<file path="config.mk">
export PLATFORM = sky130hd
export DESIGN_NAME = buffer_pool_frame_replacer
export DESIGN_NICKNAME = d
export VERILOG_FILES = /design/src/rtl/bpfr_pkg.sv /design/src/rtl/bpfr_ram.sv /design/src/rtl/bpfr_ctrl.sv /design/src/rtl/bpfr_dp.sv /design/src/rtl/buffer_pool_frame_replacer.sv
export SDC_FILE = /design/constraint.sdc
export NUM_CORES = 1
export LEC_CHECK = 0
export BUFFER_PORTS_ARGS = -buffer_cell sky130_fd_sc_hd__buf_2
export CAP_MARGIN = 5
export CORE_ASPECT_RATIO = 1.2
export CORE_MARGIN = 5
export CORE_UTILIZATION = 41
export CTS_CLUSTER_DIAMETER = 120
export DETAILED_ROUTE_END_ITERATION = 6
export PLACE_DENSITY_LB_ADDON = 0.05
export SYNTH_ARGS = -nofsm -noshare
export SYNTH_HDL_FRONTEND = slang
export SYNTH_SLANG_ARGS = --single-unit
</file>
<file path="constraint.sdc">
create_clock -name i_clk -period 4.4 [get_ports i_clk]
set_input_delay 0.44 -clock i_clk [delete_from_list [all_inputs] [get_ports i_clk]]
set_output_delay 0.44 -clock i_clk [all_outputs]
set_load 0.01 [all_outputs]
</file>
<file path="src/rtl/bpfr_pkg.sv">
// Shared constants, result codes and controller/datapath interface types
// for the buffer pool frame replacer. No dependencies.
`default_nettype none

package bpfr_pkg;

    localparam int NUM_FRAMES_DEF = 16;
    localparam int PAGE_BITS_DEF  = 32;

    localparam int PAGE_W      = 32;
    localparam int STATUS_W    = 2;
    localparam int FRAME_OUT_W = 4;
    localparam int CFG_DATA_W  = 32;
    localparam int CFG_IDX_W   = 1;

    // Configuration register indexes
    localparam logic [CFG_IDX_W-1:0] CFG_REPLACE_MODE = 1'd0;
    localparam logic [CFG_IDX_W-1:0] CFG_PAGE_COUNT   = 1'd1;

    // Result status codes
    localparam logic [STATUS_W-1:0] ST_HIT       = 2'd0;
    localparam logic [STATUS_W-1:0] ST_MISS_FREE = 2'd1;
    localparam logic [STATUS_W-1:0] ST_EVICT     = 2'd2;
    localparam logic [STATUS_W-1:0] ST_RANGE     = 2'd3;

    // Replacement mode
    localparam logic MODE_LRU = 1'b0;

    typedef struct packed {
        logic load_in;    // input transfer: capture page and access type
        logic set_oor;    // page out of range: post the refusal result
        logic addr_init;  // start a frame sweep at the highest index
        logic scan_rd;    // read tag and rank for lookup
        logic resolve;    // decide hit / free / eviction, write the stores
        logic upd_rd;     // read rank for the recency update pass
        logic load_out;   // move the pending result into the output register
    } t_cmd;

    typedef struct packed {
        logic out_of_range;
        logic empty;      // no frame loaded yet
        logic last_addr;  // sweep address is the lowest loaded frame
        logic need_upd;   // resolve needs a recency update pass
        logic out_free;   // output register can take a result this cycle
    } t_sts;

endpackage

`default_nettype wire

</file>
<file path="src/rtl/bpfr_ram.sv">
// Generic simple dual-port RAM: one write port, one read port with
// registered read data. No dependencies.
`default_nettype none

module bpfr_ram #(
    parameter int WIDTH = 8,
    parameter int DEPTH = 16,
    localparam int ADDR_W = (DEPTH > 1) ? $clog2(DEPTH) : 1
) (
    input  wire logic              i_clk,
    input  wire logic              i_we,
    input  wire logic [ADDR_W-1:0] i_wr_addr,
    input  wire logic [WIDTH-1:0]  i_wr_data,
    input  wire logic [ADDR_W-1:0] i_rd_addr,
    output logic      [WIDTH-1:0]  o_rd_data
);

    logic [WIDTH-1:0] r_mem [DEPTH];

    always_ff @(posedge i_clk) begin
        if (i_we) begin
            r_mem[i_wr_addr] <= i_wr_data;
        end
        o_rd_data <= r_mem[i_rd_addr];
    end

endmodule

`default_nettype wire

</file>
<file path="src/rtl/bpfr_ctrl.sv">
// Sequencing state machine for the frame replacer: lookup sweep, resolve,
// recency update sweep and result hand-off. Depends on bpfr_pkg.
`default_nettype none

module bpfr_ctrl (
    input  wire logic          i_clk,
    input  wire logic          i_rst_n,
    input  wire logic          i_in_valid,
    output logic               o_in_stall,
    input  wire bpfr_pkg::t_sts i_sts,
    output bpfr_pkg::t_cmd     o_cmd
);

    localparam logic [2:0] S_IDLE    = 3'd0;
    localparam logic [2:0] S_CHECK   = 3'd1;
    localparam logic [2:0] S_SCAN    = 3'd2;
    localparam logic [2:0] S_SDRAIN  = 3'd3;
    localparam logic [2:0] S_RESOLVE = 3'd4;
    localparam logic [2:0] S_UPD     = 3'd5;
    localparam logic [2:0] S_UDRAIN  = 3'd6;
    localparam logic [2:0] S_OUT     = 3'd7;

    logic [2:0] r_state;
    logic [2:0] n_state;

    always_ff @(posedge i_clk) begin
        if (!i_rst_n) begin
            r_state <= S_IDLE;
        end else begin
            r_state <= n_state;
        end
    end

    assign o_in_stall = (r_state != S_IDLE);

    always_comb begin
        n_state = r_state;
        o_cmd   = '0;
        case (r_state)
            S_IDLE: begin
                if (i_in_valid) begin
                    o_cmd.load_in = 1'b1;
                    n_state       = S_CHECK;
                end
            end
            S_CHECK: begin
                if (i_sts.out_of_range) begin
                    o_cmd.set_oor = 1'b1;
                    n_state       = S_OUT;
                end else if (i_sts.empty) begin
                    n_state = S_RESOLVE;
                end else begin
                    o_cmd.addr_init = 1'b1;
                    n_state         = S_SCAN;
                end
            end
            S_SCAN: begin
                o_cmd.scan_rd = 1'b1;
                if (i_sts.last_addr) begin
                    n_state = S_SDRAIN;
                end
            end
            S_SDRAIN: begin
                n_state = S_RESOLVE;
            end
            S_RESOLVE: begin
                o_cmd.resolve = 1'b1;
                if (i_sts.need_upd) begin
                    o_cmd.addr_init = 1'b1;
                    n_state         = S_UPD;
                end else begin
                    n_state = S_OUT;
                end
            end
            S_UPD: begin
                o_cmd.upd_rd = 1'b1;
                if (i_sts.last_addr) begin
                    n_state = S_UDRAIN;
                end
            end
            S_UDRAIN: begin
                n_state = S_OUT;
            end
            S_OUT: begin
                if (i_sts.out_free) begin
                    o_cmd.load_out = 1'b1;
                    n_state        = S_IDLE;
                end
            end
            default: begin
                n_state = S_IDLE;
            end
        endcase
    end

endmodule

`default_nettype wire

</file>
<file path="src/rtl/bpfr_dp.sv">
// Datapath of the frame replacer: config registers, tag and rank RAMs,
// dirty bits, sweep address, lookup tracking and result registers.
// Depends on bpfr_pkg and bpfr_ram.
`default_nettype none

module bpfr_dp #(
    parameter int NUM_FRAMES = bpfr_pkg::NUM_FRAMES_DEF,
    parameter int PAGE_BITS  = bpfr_pkg::PAGE_BITS_DEF
) (
    input  wire logic                               i_clk,
    input  wire logic                               i_rst_n,
    input  wire logic                               i_cfg_we,
    input  wire logic [bpfr_pkg::CFG_IDX_W-1:0]     i_cfg_index,
    input  wire logic [bpfr_pkg::CFG_DATA_W-1:0]    i_cfg_data,
    input  wire logic [bpfr_pkg::PAGE_W-1:0]        i_page,
    input  wire logic                               i_is_write,
    input  wire logic                               i_out_stall,
    input  wire bpfr_pkg::t_cmd                     i_cmd,
    output bpfr_pkg::t_sts                          o_sts,
    output logic                                    o_out_valid,
    output logic [bpfr_pkg::STATUS_W-1:0]           o_status,
    output logic [bpfr_pkg::FRAME_OUT_W-1:0]        o_frame,
    output logic                                    o_fetch,
    output logic                                    o_writeback,
    output logic [bpfr_pkg::PAGE_W-1:0]             o_victim_page
);

    localparam int FRAME_W = (NUM_FRAMES > 1) ? $clog2(NUM_FRAMES) : 1;
    localparam int CNT_W   = $clog2(NUM_FRAMES + 1);
    localparam int TAG_W   = (PAGE_BITS < bpfr_pkg::PAGE_W) ? PAGE_BITS : bpfr_pkg::PAGE_W;
    localparam logic [FRAME_W-1:0] LAST_FRAME = FRAME_W'(NUM_FRAMES - 1);
    localparam logic [CNT_W-1:0]   ALL_FREE   = CNT_W'(NUM_FRAMES);

    // Configuration
    logic                        r_mode;
    logic [bpfr_pkg::PAGE_W-1:0] r_page_count;

    // Current access
    logic [bpfr_pkg::PAGE_W-1:0] r_in_page;
    logic                        r_in_wr;

    // Pool state
    logic [CNT_W-1:0]      r_free_left;
    logic [NUM_FRAMES-1:0] r_dirty;

    // Sweep
    logic [FRAME_W-1:0] r_addr;
    logic               r_scan_vld;
    logic               r_upd_vld;
    logic [FRAME_W-1:0] r_eval_f;

    // Lookup tracking
    logic               r_hit;
    logic [FRAME_W-1:0] r_hit_f;
    logic [FRAME_W-1:0] r_hit_rank;
    logic [FRAME_W-1:0] r_lru_f;
    logic [TAG_W-1:0]   r_lru_tag;
    logic [FRAME_W-1:0] r_mru_f;
    logic [TAG_W-1:0]   r_mru_tag;

    // Recency update
    logic [FRAME_W-1:0] r_tgt_f;
    logic [FRAME_W-1:0] r_upd_p;

    // Pending result
    logic [bpfr_pkg::STATUS_W-1:0] r_res_status;
    logic [FRAME_W-1:0]            r_res_frame;
    logic                          r_res_fetch;
    logic                          r_res_wb;
    logic [bpfr_pkg::PAGE_W-1:0]   r_res_vp;

    logic               r_out_valid;

    logic [TAG_W-1:0]   w_tag_rd;
    logic [FRAME_W-1:0] w_rank_rd;
    logic [CNT_W-1:0]   w_busy;
    logic [FRAME_W-1:0] w_busy_m1;
    logic               w_free_avail;
    logic [FRAME_W-1:0] w_new_free_f;
    logic [FRAME_W-1:0] w_vict_f;
    logic [TAG_W-1:0]   w_vict_tag;
    logic [FRAME_W-1:0] w_sel_f;
    logic [FRAME_W-1:0] w_new_rank;
    logic               w_tag_we;
    logic               w_rank_we;
    logic [FRAME_W-1:0] w_rank_wa;
    logic [FRAME_W-1:0] w_rank_wd;

    assign w_busy       = ALL_FREE - r_free_left;
    assign w_busy_m1    = FRAME_W'(w_busy - CNT_W'(1));
    assign w_free_avail = (r_free_left != '0);
    assign w_new_free_f = FRAME_W'(r_free_left - CNT_W'(1));
    assign w_vict_f     = (r_mode == bpfr_pkg::MODE_LRU) ? r_lru_f : r_mru_f;
    assign w_vict_tag   = (r_mode == bpfr_pkg::MODE_LRU) ? r_lru_tag : r_mru_tag;
    assign w_sel_f      = r_hit ? r_hit_f : (w_free_avail ? w_new_free_f : w_vict_f);

    // Move-to-back: ranks above the removed one shift down, target goes last
    assign w_new_rank = (r_eval_f == r_tgt_f) ? w_busy_m1 :
                        (w_rank_rd > r_upd_p) ? (w_rank_rd - FRAME_W'(1)) : w_rank_rd;

    assign w_tag_we  = i_cmd.resolve && !r_hit;
    assign w_rank_we = (i_cmd.resolve && !r_hit && w_free_avail) || r_upd_vld;
    assign w_rank_wa = r_upd_vld ? r_eval_f : w_new_free_f;
    assign w_rank_wd = r_upd_vld ? w_new_rank : FRAME_W'(w_busy);

    bpfr_ram #(
        .WIDTH (TAG_W),
        .DEPTH (NUM_FRAMES)
    ) u_tag_ram (
        .i_clk     (i_clk),
        .i_we      (w_tag_we),
        .i_wr_addr (w_sel_f),
        .i_wr_data (r_in_page[TAG_W-1:0]),
        .i_rd_addr (r_addr),
        .o_rd_data (w_tag_rd)
    );

    bpfr_ram #(
        .WIDTH (FRAME_W),
        .DEPTH (NUM_FRAMES)
    ) u_rank_ram (
        .i_clk     (i_clk),
        .i_we      (w_rank_we),
        .i_wr_addr (w_rank_wa),
        .i_wr_data (w_rank_wd),
        .i_rd_addr (r_addr),
        .o_rd_data (w_rank_rd)
    );

    assign o_sts.out_of_range = (r_in_page >= r_page_count);
    assign o_sts.empty        = (r_free_left == ALL_FREE);
    assign o_sts.last_addr    = (CNT_W'(r_addr) == r_free_left);
    assign o_sts.need_upd     = r_hit || (!w_free_avail && (r_mode == bpfr_pkg::MODE_LRU));
    assign o_sts.out_free     = !r_out_valid || !i_out_stall;

    // Control state
    always_ff @(posedge i_clk) begin
        if (!i_rst_n) begin
            r_mode       <= 1'b0;
            r_page_count <= '0;
            r_free_left  <= ALL_FREE;
            r_dirty      <= '0;
            r_scan_vld   <= 1'b0;
            r_upd_vld    <= 1'b0;
            r_hit        <= 1'b0;
            r_out_valid  <= 1'b0;
        end else begin
            if (i_cfg_we) begin
                case (i_cfg_index)
                    bpfr_pkg::CFG_REPLACE_MODE: r_mode       <= i_cfg_data[0];
                    bpfr_pkg::CFG_PAGE_COUNT:   r_page_count <= i_cfg_data[bpfr_pkg::PAGE_W-1:0];
                    default: ;
                endcase
            end

            r_scan_vld <= i_cmd.scan_rd;
            r_upd_vld  <= i_cmd.upd_rd;

            if (i_cmd.load_in) begin
                r_hit <= 1'b0;
            end else if (r_scan_vld && (w_tag_rd == r_in_page[TAG_W-1:0])) begin
                r_hit <= 1'b1;
            end

            if (i_cmd.resolve) begin
                if (!r_hit && w_free_avail) begin
                    r_free_left <= r_free_left - CNT_W'(1);
                end
                // A reload starts clean; a write then marks the frame dirty
                if (!r_hit || r_in_wr) begin
                    r_dirty[w_sel_f] <= r_in_wr;
                end
            end

            if (i_cmd.load_out) begin
                r_out_valid <= 1'b1;
            end else if (!i_out_stall) begin
                r_out_valid <= 1'b0;
            end
        end
    end

    // Payload
    always_ff @(posedge i_clk) begin
        if (i_cmd.load_in) begin
            r_in_page <= i_page;
            r_in_wr   <= i_is_write;
        end

        if (i_cmd.addr_init) begin
            r_addr <= LAST_FRAME;
        end else if (i_cmd.scan_rd || i_cmd.upd_rd) begin
            r_addr <= r_addr - FRAME_W'(1);
        end
        r_eval_f <= r_addr;

        if (r_scan_vld) begin
            if (w_tag_rd == r_in_page[TAG_W-1:0]) begin
                r_hit_f    <= r_eval_f;
                r_hit_rank <= w_rank_rd;
            end
            if (w_rank_rd == '0) begin
                r_lru_f   <= r_eval_f;
                r_lru_tag <= w_tag_rd;
            end
            if (w_rank_rd == w_busy_m1) begin
                r_mru_f   <= r_eval_f;
                r_mru_tag <= w_tag_rd;
            end
        end

        if (i_cmd.set_oor) begin
            r_res_status <= bpfr_pkg::ST_RANGE;
            r_res_frame  <= '0;
            r_res_fetch  <= 1'b0;
            r_res_wb     <= 1'b0;
            r_res_vp     <= '0;
        end else if (i_cmd.resolve) begin
            r_res_frame <= w_sel_f;
            if (r_hit) begin
                r_res_status <= bpfr_pkg::ST_HIT;
                r_res_fetch  <= 1'b0;
                r_res_wb     <= 1'b0;
                r_res_vp     <= '0;
                r_tgt_f      <= r_hit_f;
                r_upd_p      <= r_hit_rank;
            end else if (w_free_avail) begin
                r_res_status <= bpfr_pkg::ST_MISS_FREE;
                r_res_fetch  <= 1'b1;
                r_res_wb     <= 1'b0;
                r_res_vp     <= '0;
            end else begin
                r_res_status <= bpfr_pkg::ST_EVICT;
                r_res_fetch  <= 1'b1;
                r_res_wb     <= r_dirty[w_vict_f];
                r_res_vp     <= r_dirty[w_vict_f] ? bpfr_pkg::PAGE_W'(w_vict_tag) : '0;
                r_tgt_f      <= w_vict_f;
                r_upd_p      <= '0;
            end
        end

        if (i_cmd.load_out) begin
            o_status      <= r_res_status;
            o_frame       <= bpfr_pkg::FRAME_OUT_W'(r_res_frame);
            o_fetch       <= r_res_fetch;
            o_writeback   <= r_res_wb;
            o_victim_page <= r_res_vp;
        end
    end

    assign o_out_valid = r_out_valid;

endmodule

`default_nettype wire

</file>
<file path="src/rtl/buffer_pool_frame_replacer.sv">
// Buffer pool frame replacer, top level: controller plus datapath (bpfr_ctrl, bpfr_dp).
// One access at a time. An out-of-range page goes straight to its refusal result, a miss
// into an empty pool straight to resolve; any other access first sweeps the loaded frames,
// and a second sweep follows when the recency order shifts (hit, least-recent eviction).
// A result held by output stall holds off the next access.
// Synchronous active-low reset: pool empty, config registers zero. Uses bpfr_pkg.
`default_nettype none

module buffer_pool_frame_replacer #(
    parameter int NUM_FRAMES = bpfr_pkg::NUM_FRAMES_DEF,
    parameter int PAGE_BITS  = bpfr_pkg::PAGE_BITS_DEF
) (
    input  wire logic                            i_clk,
    input  wire logic                            i_rst_n,
    input  wire logic                            i_cfg_we,
    input  wire logic [bpfr_pkg::CFG_IDX_W-1:0]  i_cfg_index,
    input  wire logic [bpfr_pkg::CFG_DATA_W-1:0] i_cfg_data,
    input  wire logic                            i_in_valid,
    output logic                                 o_in_stall,
    input  wire logic [bpfr_pkg::PAGE_W-1:0]     i_page,
    input  wire logic                            i_is_write,
    output logic                                 o_out_valid,
    input  wire logic                            i_out_stall,
    output logic [bpfr_pkg::STATUS_W-1:0]        o_status,
    output logic [bpfr_pkg::FRAME_OUT_W-1:0]     o_frame,
    output logic                                 o_fetch,
    output logic                                 o_writeback,
    output logic [bpfr_pkg::PAGE_W-1:0]          o_victim_page
);

    bpfr_pkg::t_cmd w_cmd;
    bpfr_pkg::t_sts w_sts;

    bpfr_ctrl u_ctrl (
        .i_clk      (i_clk),
        .i_rst_n    (i_rst_n),
        .i_in_valid (i_in_valid),
        .o_in_stall (o_in_stall),
        .i_sts      (w_sts),
        .o_cmd      (w_cmd)
    );

    bpfr_dp #(
        .NUM_FRAMES (NUM_FRAMES),
        .PAGE_BITS  (PAGE_BITS)
    ) u_dp (
        .i_clk         (i_clk),
        .i_rst_n       (i_rst_n),
        .i_cfg_we      (i_cfg_we),
        .i_cfg_index   (i_cfg_index),
        .i_cfg_data    (i_cfg_data),
        .i_page        (i_page),
        .i_is_write    (i_is_write),
        .i_out_stall   (i_out_stall),
        .i_cmd         (w_cmd),
        .o_sts         (w_sts),
        .o_out_valid   (o_out_valid),
        .o_status      (o_status),
        .o_frame       (o_frame),
        .o_fetch       (o_fetch),
        .o_writeback   (o_writeback),
        .o_victim_page (o_victim_page)
    );

endmodule

`default_nettype wire
</file>
-- Word level (Yosys, flattened, before mapping)
Memory sizes are Yosys's and may differ from the RTL's. A register that Yosys moved wholly into a read port is not among the register bits.
Index checks and enable logic that the tools add are counted.
- flip-flop bits (word level): 270
- latch bits: 0
- bits in writable memories: 576
- ROM bits: 0
- output and inout port bits: 42
- word-level logic and storage cells: 146
- memories kept: 2
- add/subtract/negate cells: 5
- multiply operators: 0
- div/mod/pow operators: 0
- $lt $le $gt $ge: 5
- eq/ne operators: 18
- shift-type cells: 0
- mux-type cells: 52
- bitwise logic cells: 4
- reduce and logical (&&, ||, !) cells: 29
- memories (name ; words ; bits a word ; rd ports ; clocked after memory_dff ; wr ports ; line ; text):
    u_dp.u_tag_ram.r_mem ; 16 ; 32 ; 1 ; 1 ; 1 ; bpfr_ram.sv:18 ; logic [WIDTH-1:0] r_mem [DEPTH];
    u_dp.u_rank_ram.r_mem ; 16 ; 4 ; 1 ; 1 ; 1 ; bpfr_ram.sv:18 ;
- operator list (cell ; number):
    $mux W32 ; 4
    $mux W4 ; 11
    $eq A32 B32 Y1 ; 1
    $ge A32 B32 Y1 ; 1
    $pmux W3 S8 ; 1
    $mux W1 ; 23
    $mux W3 ; 6
    $bwmux W16 ; 1
    $reduce_and A2 Y1 ; 7
    $eq A3 B3 Y1 const B ; 4
    $sub A4 B1 Y4 const B ; 3
    $lt A4 B5 Y1 const B ; 2
    $ne A2 B1 Y1 const B ; 5
    $eq A4 B4 Y1 ; 2
    $eq A3 B2 Y1 const B ; 2
    $logic_and A1 B1 Y1 ; 6
    $mux W2 ; 3
    $eq A4 B5 Y1 ; 1
    $eq A5 B5 Y1 const B ; 1
    $logic_or A1 B1 Y1 ; 5
    $reduce_bool A5 Y1 ; 1
    $sub A5 B1 Y5 const B ; 1
    $bmux W1 S4 ; 1
    $demux W1 S4 ; 1
    other kinds (14) ; 20

-- Depth between registers and ports, before layout
- word-level depth: 8
- gate-level depth with buffers: 11

-- Modules after synthesis
Synthesis repeated with hierarchy kept, for this count alone.
- cells, all modules: 1866
- area, all modules: 33782.4 µm²
- modules (own cells, without submodules) (module ; times used ; cells an instance ; area an instance (µm²) ; sequential area each (µm²)):
    bpfr_ram (u_dp.u_tag_ram) ; 1 ; 838 ; 19835.3 ; 16015.4
    bpfr_dp ; 1 ; 864 ; 11010.6 ; 6956.7
    bpfr_ram (u_dp.u_rank_ram) ; 1 ; 130 ; 2666.3 ; 2001.9
    bpfr_ctrl ; 1 ; 34 ; 270.3 ; 60.1

-- Worst setup path before layout
No wires, ideal clock.
- path type: reg-to-reg
- from: register u_dp.u_rank_ram.o_rd_data[0], read port of u_dp.u_rank_ram.r_mem
- to: register u_dp.r_lru_f[0] (enable)
- library setup time: 520 ps
- arrival time: 4046 ps
- required time: 3880 ps
- setup slack: -166 ps
- cell stages (with the launch flop): 4
- clock period less this slack: 4566 ps
- cells stage by stage: dfxtp_1 inv_1 ha_1 nor4bb_1
- longest elaborated chain between the ends: 2
- RTL lines (item ; line ; text):
    start: declaration ; bpfr_ram.sv:15 ; output logic [WIDTH-1:0] o_rd_data
    $logic_not A4 Y1 ; bpfr_dp.sv:202 ; if (w_rank_rd == '0) begin
    $reduce_and A2 Y1 (no source line) ; - ;
    end signal: assignment ; bpfr_dp.sv:203 ; r_lru_f <= r_eval_f;
    end: declaration ; bpfr_dp.sv:56 ; logic [FRAME_W-1:0] r_lru_f;
Every way passes these cells.
A chain may end at the register's enable or synchronous reset.

-- Worst setup path after layout
- from: register u_dp.r_free_left[0]
- to: memory u_dp.u_tag_ram.r_mem[2][18] (netlist bit) (enable)
- longest elaborated chain between the ends: 3
- RTL lines (item ; line ; text):
    start: declaration ; bpfr_dp.sv:43 ; logic [CNT_W-1:0] r_free_left;
    start signal: assignment ; bpfr_dp.sv:167 ; r_free_left <= r_free_left - CNT_W'(1);
    $sub A5 B1 Y5 / $reduce_bool A5 Y1 (equally long branches) ; bpfr_dp.sv:92, bpfr_dp.sv:91 ;
    $mux W4 * (2 in a row) ; bpfr_dp.sv:95 ; assign w_sel_f = r_hit ? r_hit_f : (w_free_avail ? w_new_free_f : w_vict_f);
    end: declaration ; bpfr_ram.sv:18 ;
Every way passes the cells marked *; elsewhere a longest branch is shown, timed or not.

==> flow_summary_export.csv <==
group,metric,value,unit
sta,endpoints_failing_setup,0,
synthesis,synthesized_instance_count,1829,
worst_setup_path,kind_of_critical_path,"register to register",
clock_network,ctsLongestPathBuffers,3,
min_path,hold_class,"input port to register",
worst_setup_path,endpoint_kind_of_the_worst_setup_timing_path,"register",
detailed_routing,antenna_violating_nets_post_route,0,
synthesis,ys_types,64,
clock_network,postCtsSetupBuffers,0,
layout,syn2layout_area_growth,16.7,%
sta,timing.final.hold_violations,0,
global_routing,grt.total_usage,19.1,%
sta,finalWorstPathRequiredPeriod,3.55,ns
detailed_routing,route.detailed.wl_per_inst,26.2,um
clock_network,htreeDepth,3,
placement,gp_congestion,0.783,
sta,final_min_period_over_clock_period,80.7,%
synthesis,count_of_flip_flops_with_a_built_in_enable_after_synthesis,737,
worst_setup_path,worst-path-max-fanout,24,
power,report.power.total,0.0245,W
placement,placement.io_buffers,112,
power,power.density,616,nW/um^2
sta,fmax,0.281,GHz
die,die_height,326,um
die,initial_utilization,41.4,%
clock_network,clk-insertion-delay-late,0.64,ns
synthesis,register_bit_total_from_synthesis,882,
layout,antenna_cells_inserted,0,
detailed_routing,dr.first_iter.drc_count,1273,
detailed_routing,total_number_of_vias,17300,
global_routing,globalRouteMet1Util,26.6,%
clock_network,cts_root_buffer,"clkbuf_16",
detailed_routing,route.final.wire_length,85.0,mm
synthesis,synth_seq_area_share,73.5,%
global_routing,grt_max_degree,80,
worst_setup_path,setup.worst_path.start,"u_dp.r_free_left[0]$_SDFFE_PN0P_",
global_routing,grt_pass1_vias,18100,
worst_setup_path,worstPathArrival,3.87,ns
worst_setup_path,worstSetupStartpointType,"register",
die,floorplan.io_pins,113,
clock_network,clk_pin_slew,0.06,ns
clock_network,number_of_clock_buffers_inserted_by_tritoncts,92,
synthesis,yosys_most_used_dff,"edfxtp_1",
clock_network,clock_sink_count,882,
detailed_routing,drt_drc_violations_left,0,
global_routing,grt_overflow_total,0,
status,outcome,"complete, no violations",
job,max_cap_viol_count,0,
die,core-area,82200,um^2
worst_setup_path,crit_required,4.72,ns
sta,unrepaired_setup_endpoints_after_global_routing,"no",
clock_network,tritoncts,"yes",
sta,timing.max_slew.rel_slack,32.8,%
die,placement_rows,115,
clock_network,cts_hold_repair.buffers,52,
synthesis,syn_area,34100,um^2
global_routing,antenna_found_initial,4,
layout,final_nets,2171,
die,die_outline_area,88900,um^2
detailed_routing,via_per_inst,5.34,
clock_network,post_cts_resized,0,
worst_setup_path,r2r_start,"u_dp.r_free_left[0]$_SDFFE_PN0P_",
sta,timing_max_transition_violations_final,0,
power,p_leak,12.9,nW
layout,fraction_of_final_layout_cells_sized_beyond_drive_strength_1,29.2,%
global_routing,globalRouteMet2Util,31.6,%
synthesis,yosysTopAreaCell,"edfxtp_1",
global_routing,grt_pass1_wl,125,mm
synthesis,net_count_of_the_mapped_netlist,1940,
synthesis,yosys_warning_total,0,
detailed_routing,drt_pre_antenna_iters,5,
sta,fin_skew,0.0238,ns
synthesis,postSynth.asyncResetShare,0,%
global_routing,most_heavily_used_metal_layer_in_global_routing,"met2",
synthesis,synth_top_area_share,65.0,%
synthesis,synth_area_leaders,"edfxtp_1 (65%), mux4_2 (12%), dfxtp_1 (8.5%), ha_1 (1.5%), nand2_1 (1.4%)",
synthesis,synthesis.area_per_instance,18.6,um^2
die,die_width,273,um
sta,worst_slew_pin_slew,0.998,ns
sta,setup-tns-final,0,ns
min_path,hold_path_startpoint,"i_cfg_data[13]",
global_routing,met3_usage,3.11,%
placement,dp_hpwl,51.6,mm
power,irDropWorstVdd,442,uV
[cell usage after synthesis (all sizes together), types with 2 or more instances]
library cell,number
nand4,16
a32oi,3
o221ai,3
o221a,2
a31oi,3
nand2b,10
a222oi,2
o32ai,10
nor2,99
o22ai,3
mux2i,20
and2,6
a211oi,4
a22oi,35
nor2b,3
inv,51
o211ai,2
ha,40
nor3,12
dfxtp,145
clkbuf,44
xor2,13
mux4,180
a21oi,57
a22o,3
xnor2,38
mux2,38
o21ai,22
buf,43
edfxtp,737
nor4b,2
a211o,2
nor4,5
o21a,9
nand2,131
a2111oi,2
nor3b,5
nand3,17
[final timing paths]
kind,end,slack (ns),depth (start not counted)
hold reg to reg,u_dp.o_victim_page[28]$_DFFE_PP_,0.44,0
setup / recovery,u_dp.u_tag_ram.r_mem[2][18]$_DFFE_PP_,0.85,8
setup reg to reg,u_dp.u_tag_ram.r_mem[2][18]$_DFFE_PP_,0.85,8
hold / removal,u_dp.r_page_count[13]$_SDFFE_PN0P_,0.06,3
[cells by family after synthesis]
family / after synthesis / synth area share [%]
AND/OR/NAND/NOR: 313 / 4.31
adder cells (fa/ha/maj): 40 / 1.47
XOR/XNOR: 51 / 1.31
multiplexers: 238 / 13.8
buffers and inverters: 138 / 1.87
flip-flops: 882 / 73.5
AO/OA/AOI/OAI: 167 / 3.73
[cells in the final DEF, fill, tap and decap left out, types with 4 or more instances in the layout]
cell	n
mux2i_1	19
clkinv_2	20
xnor2_1	38
clkbuf_1	27
and2_1	5
a21oi_1	55
xor2_1	13
bufinv_16	6
edfxtp_1	737
nor3_1	11
a22oi_1	5
nor2_1	52
o21a_1	8
nor2_4	18
nand2b_1	10
a211oi_1	4
buf_12	10
dlygate4sd3_1	52
o21ai_0	20
nand4_1	16
clkbuf_8	9
buf_2	112
nor4_1	4
clkbuf_16	93
ha_1	40
clkinv_1	8
nor3b_1	5
mux4_2	180
buf_4	50
o32ai_1	10
nand2_1	131
nor2_2	29
inv_1	50
a22oi_2	30
nand3_1	17
dfxtp_1	140
mux2_2	38
[critical path, cell delays in order (launching register included)]
cell     delay (ns)
dfxtp_1        0.46
inv_1          0.17
ha_1           0.37
or4b_4         0.55
o21a_1         0.22
o21ai_2        0.27
nand2_1        0.36
nor2_4         0.51
buf_12         0.29
[registers in the layout (all words and copies together) (netlist names), 5 cells and up]
name                      cells
u_dp.o_victim_page           32
u_dp.r_mru_tag               32
u_dp.r_in_page               32
u_dp.r_dirty                 16
u_dp.u_tag_ram.o_rd_data     32
u_dp.r_lru_tag               32
u_dp.u_tag_ram.r_mem        512
u_dp.r_free_left              5
u_dp.r_res_vp                32
u_dp.r_page_count            32
u_dp.u_rank_ram.r_mem        64
[area by class of cell]
type	instances	area (um^2)
sequential	882	25000
fill	6888	42400
tap	1111	1390
timing repair buffer	224	1660
clock buffer	129	2550
clock inverter	40	360
inverter	51	191
multi-input combinational	809	8550
[layer usage]
layer	up-vias	share of wire (%)
li1	7687	-
met1	9064	44
met2	448	49
met3	120	4.8
met4	4	2.2
met5	-	0.027
[per-stage QoR]
stage               utilization [%]  area [um^2]  hold slack, ns  setup slack [ns]  cells
finish                         48.4        39700          0.0551             0.847   3246
global placement               44.2        36300           0.424             0.913   3025
global route                   48.4        39700          0.0386             0.586   3246
detailed placement             44.2        36300           0.426             0.861   3025
CTS                            48.4        39700         0.00123             0.837   3246
floorplan                         -        34100           0.329             0.553   1829
[power breakdown]
part	switching [W]	internal (W)	leakage, nW
registers	0.00109	0.0103	7.81
clock network	0.00315	0.00439	1.44
logic	0.00305	0.00249	3.70
Power figures use the tool's default switching activity.
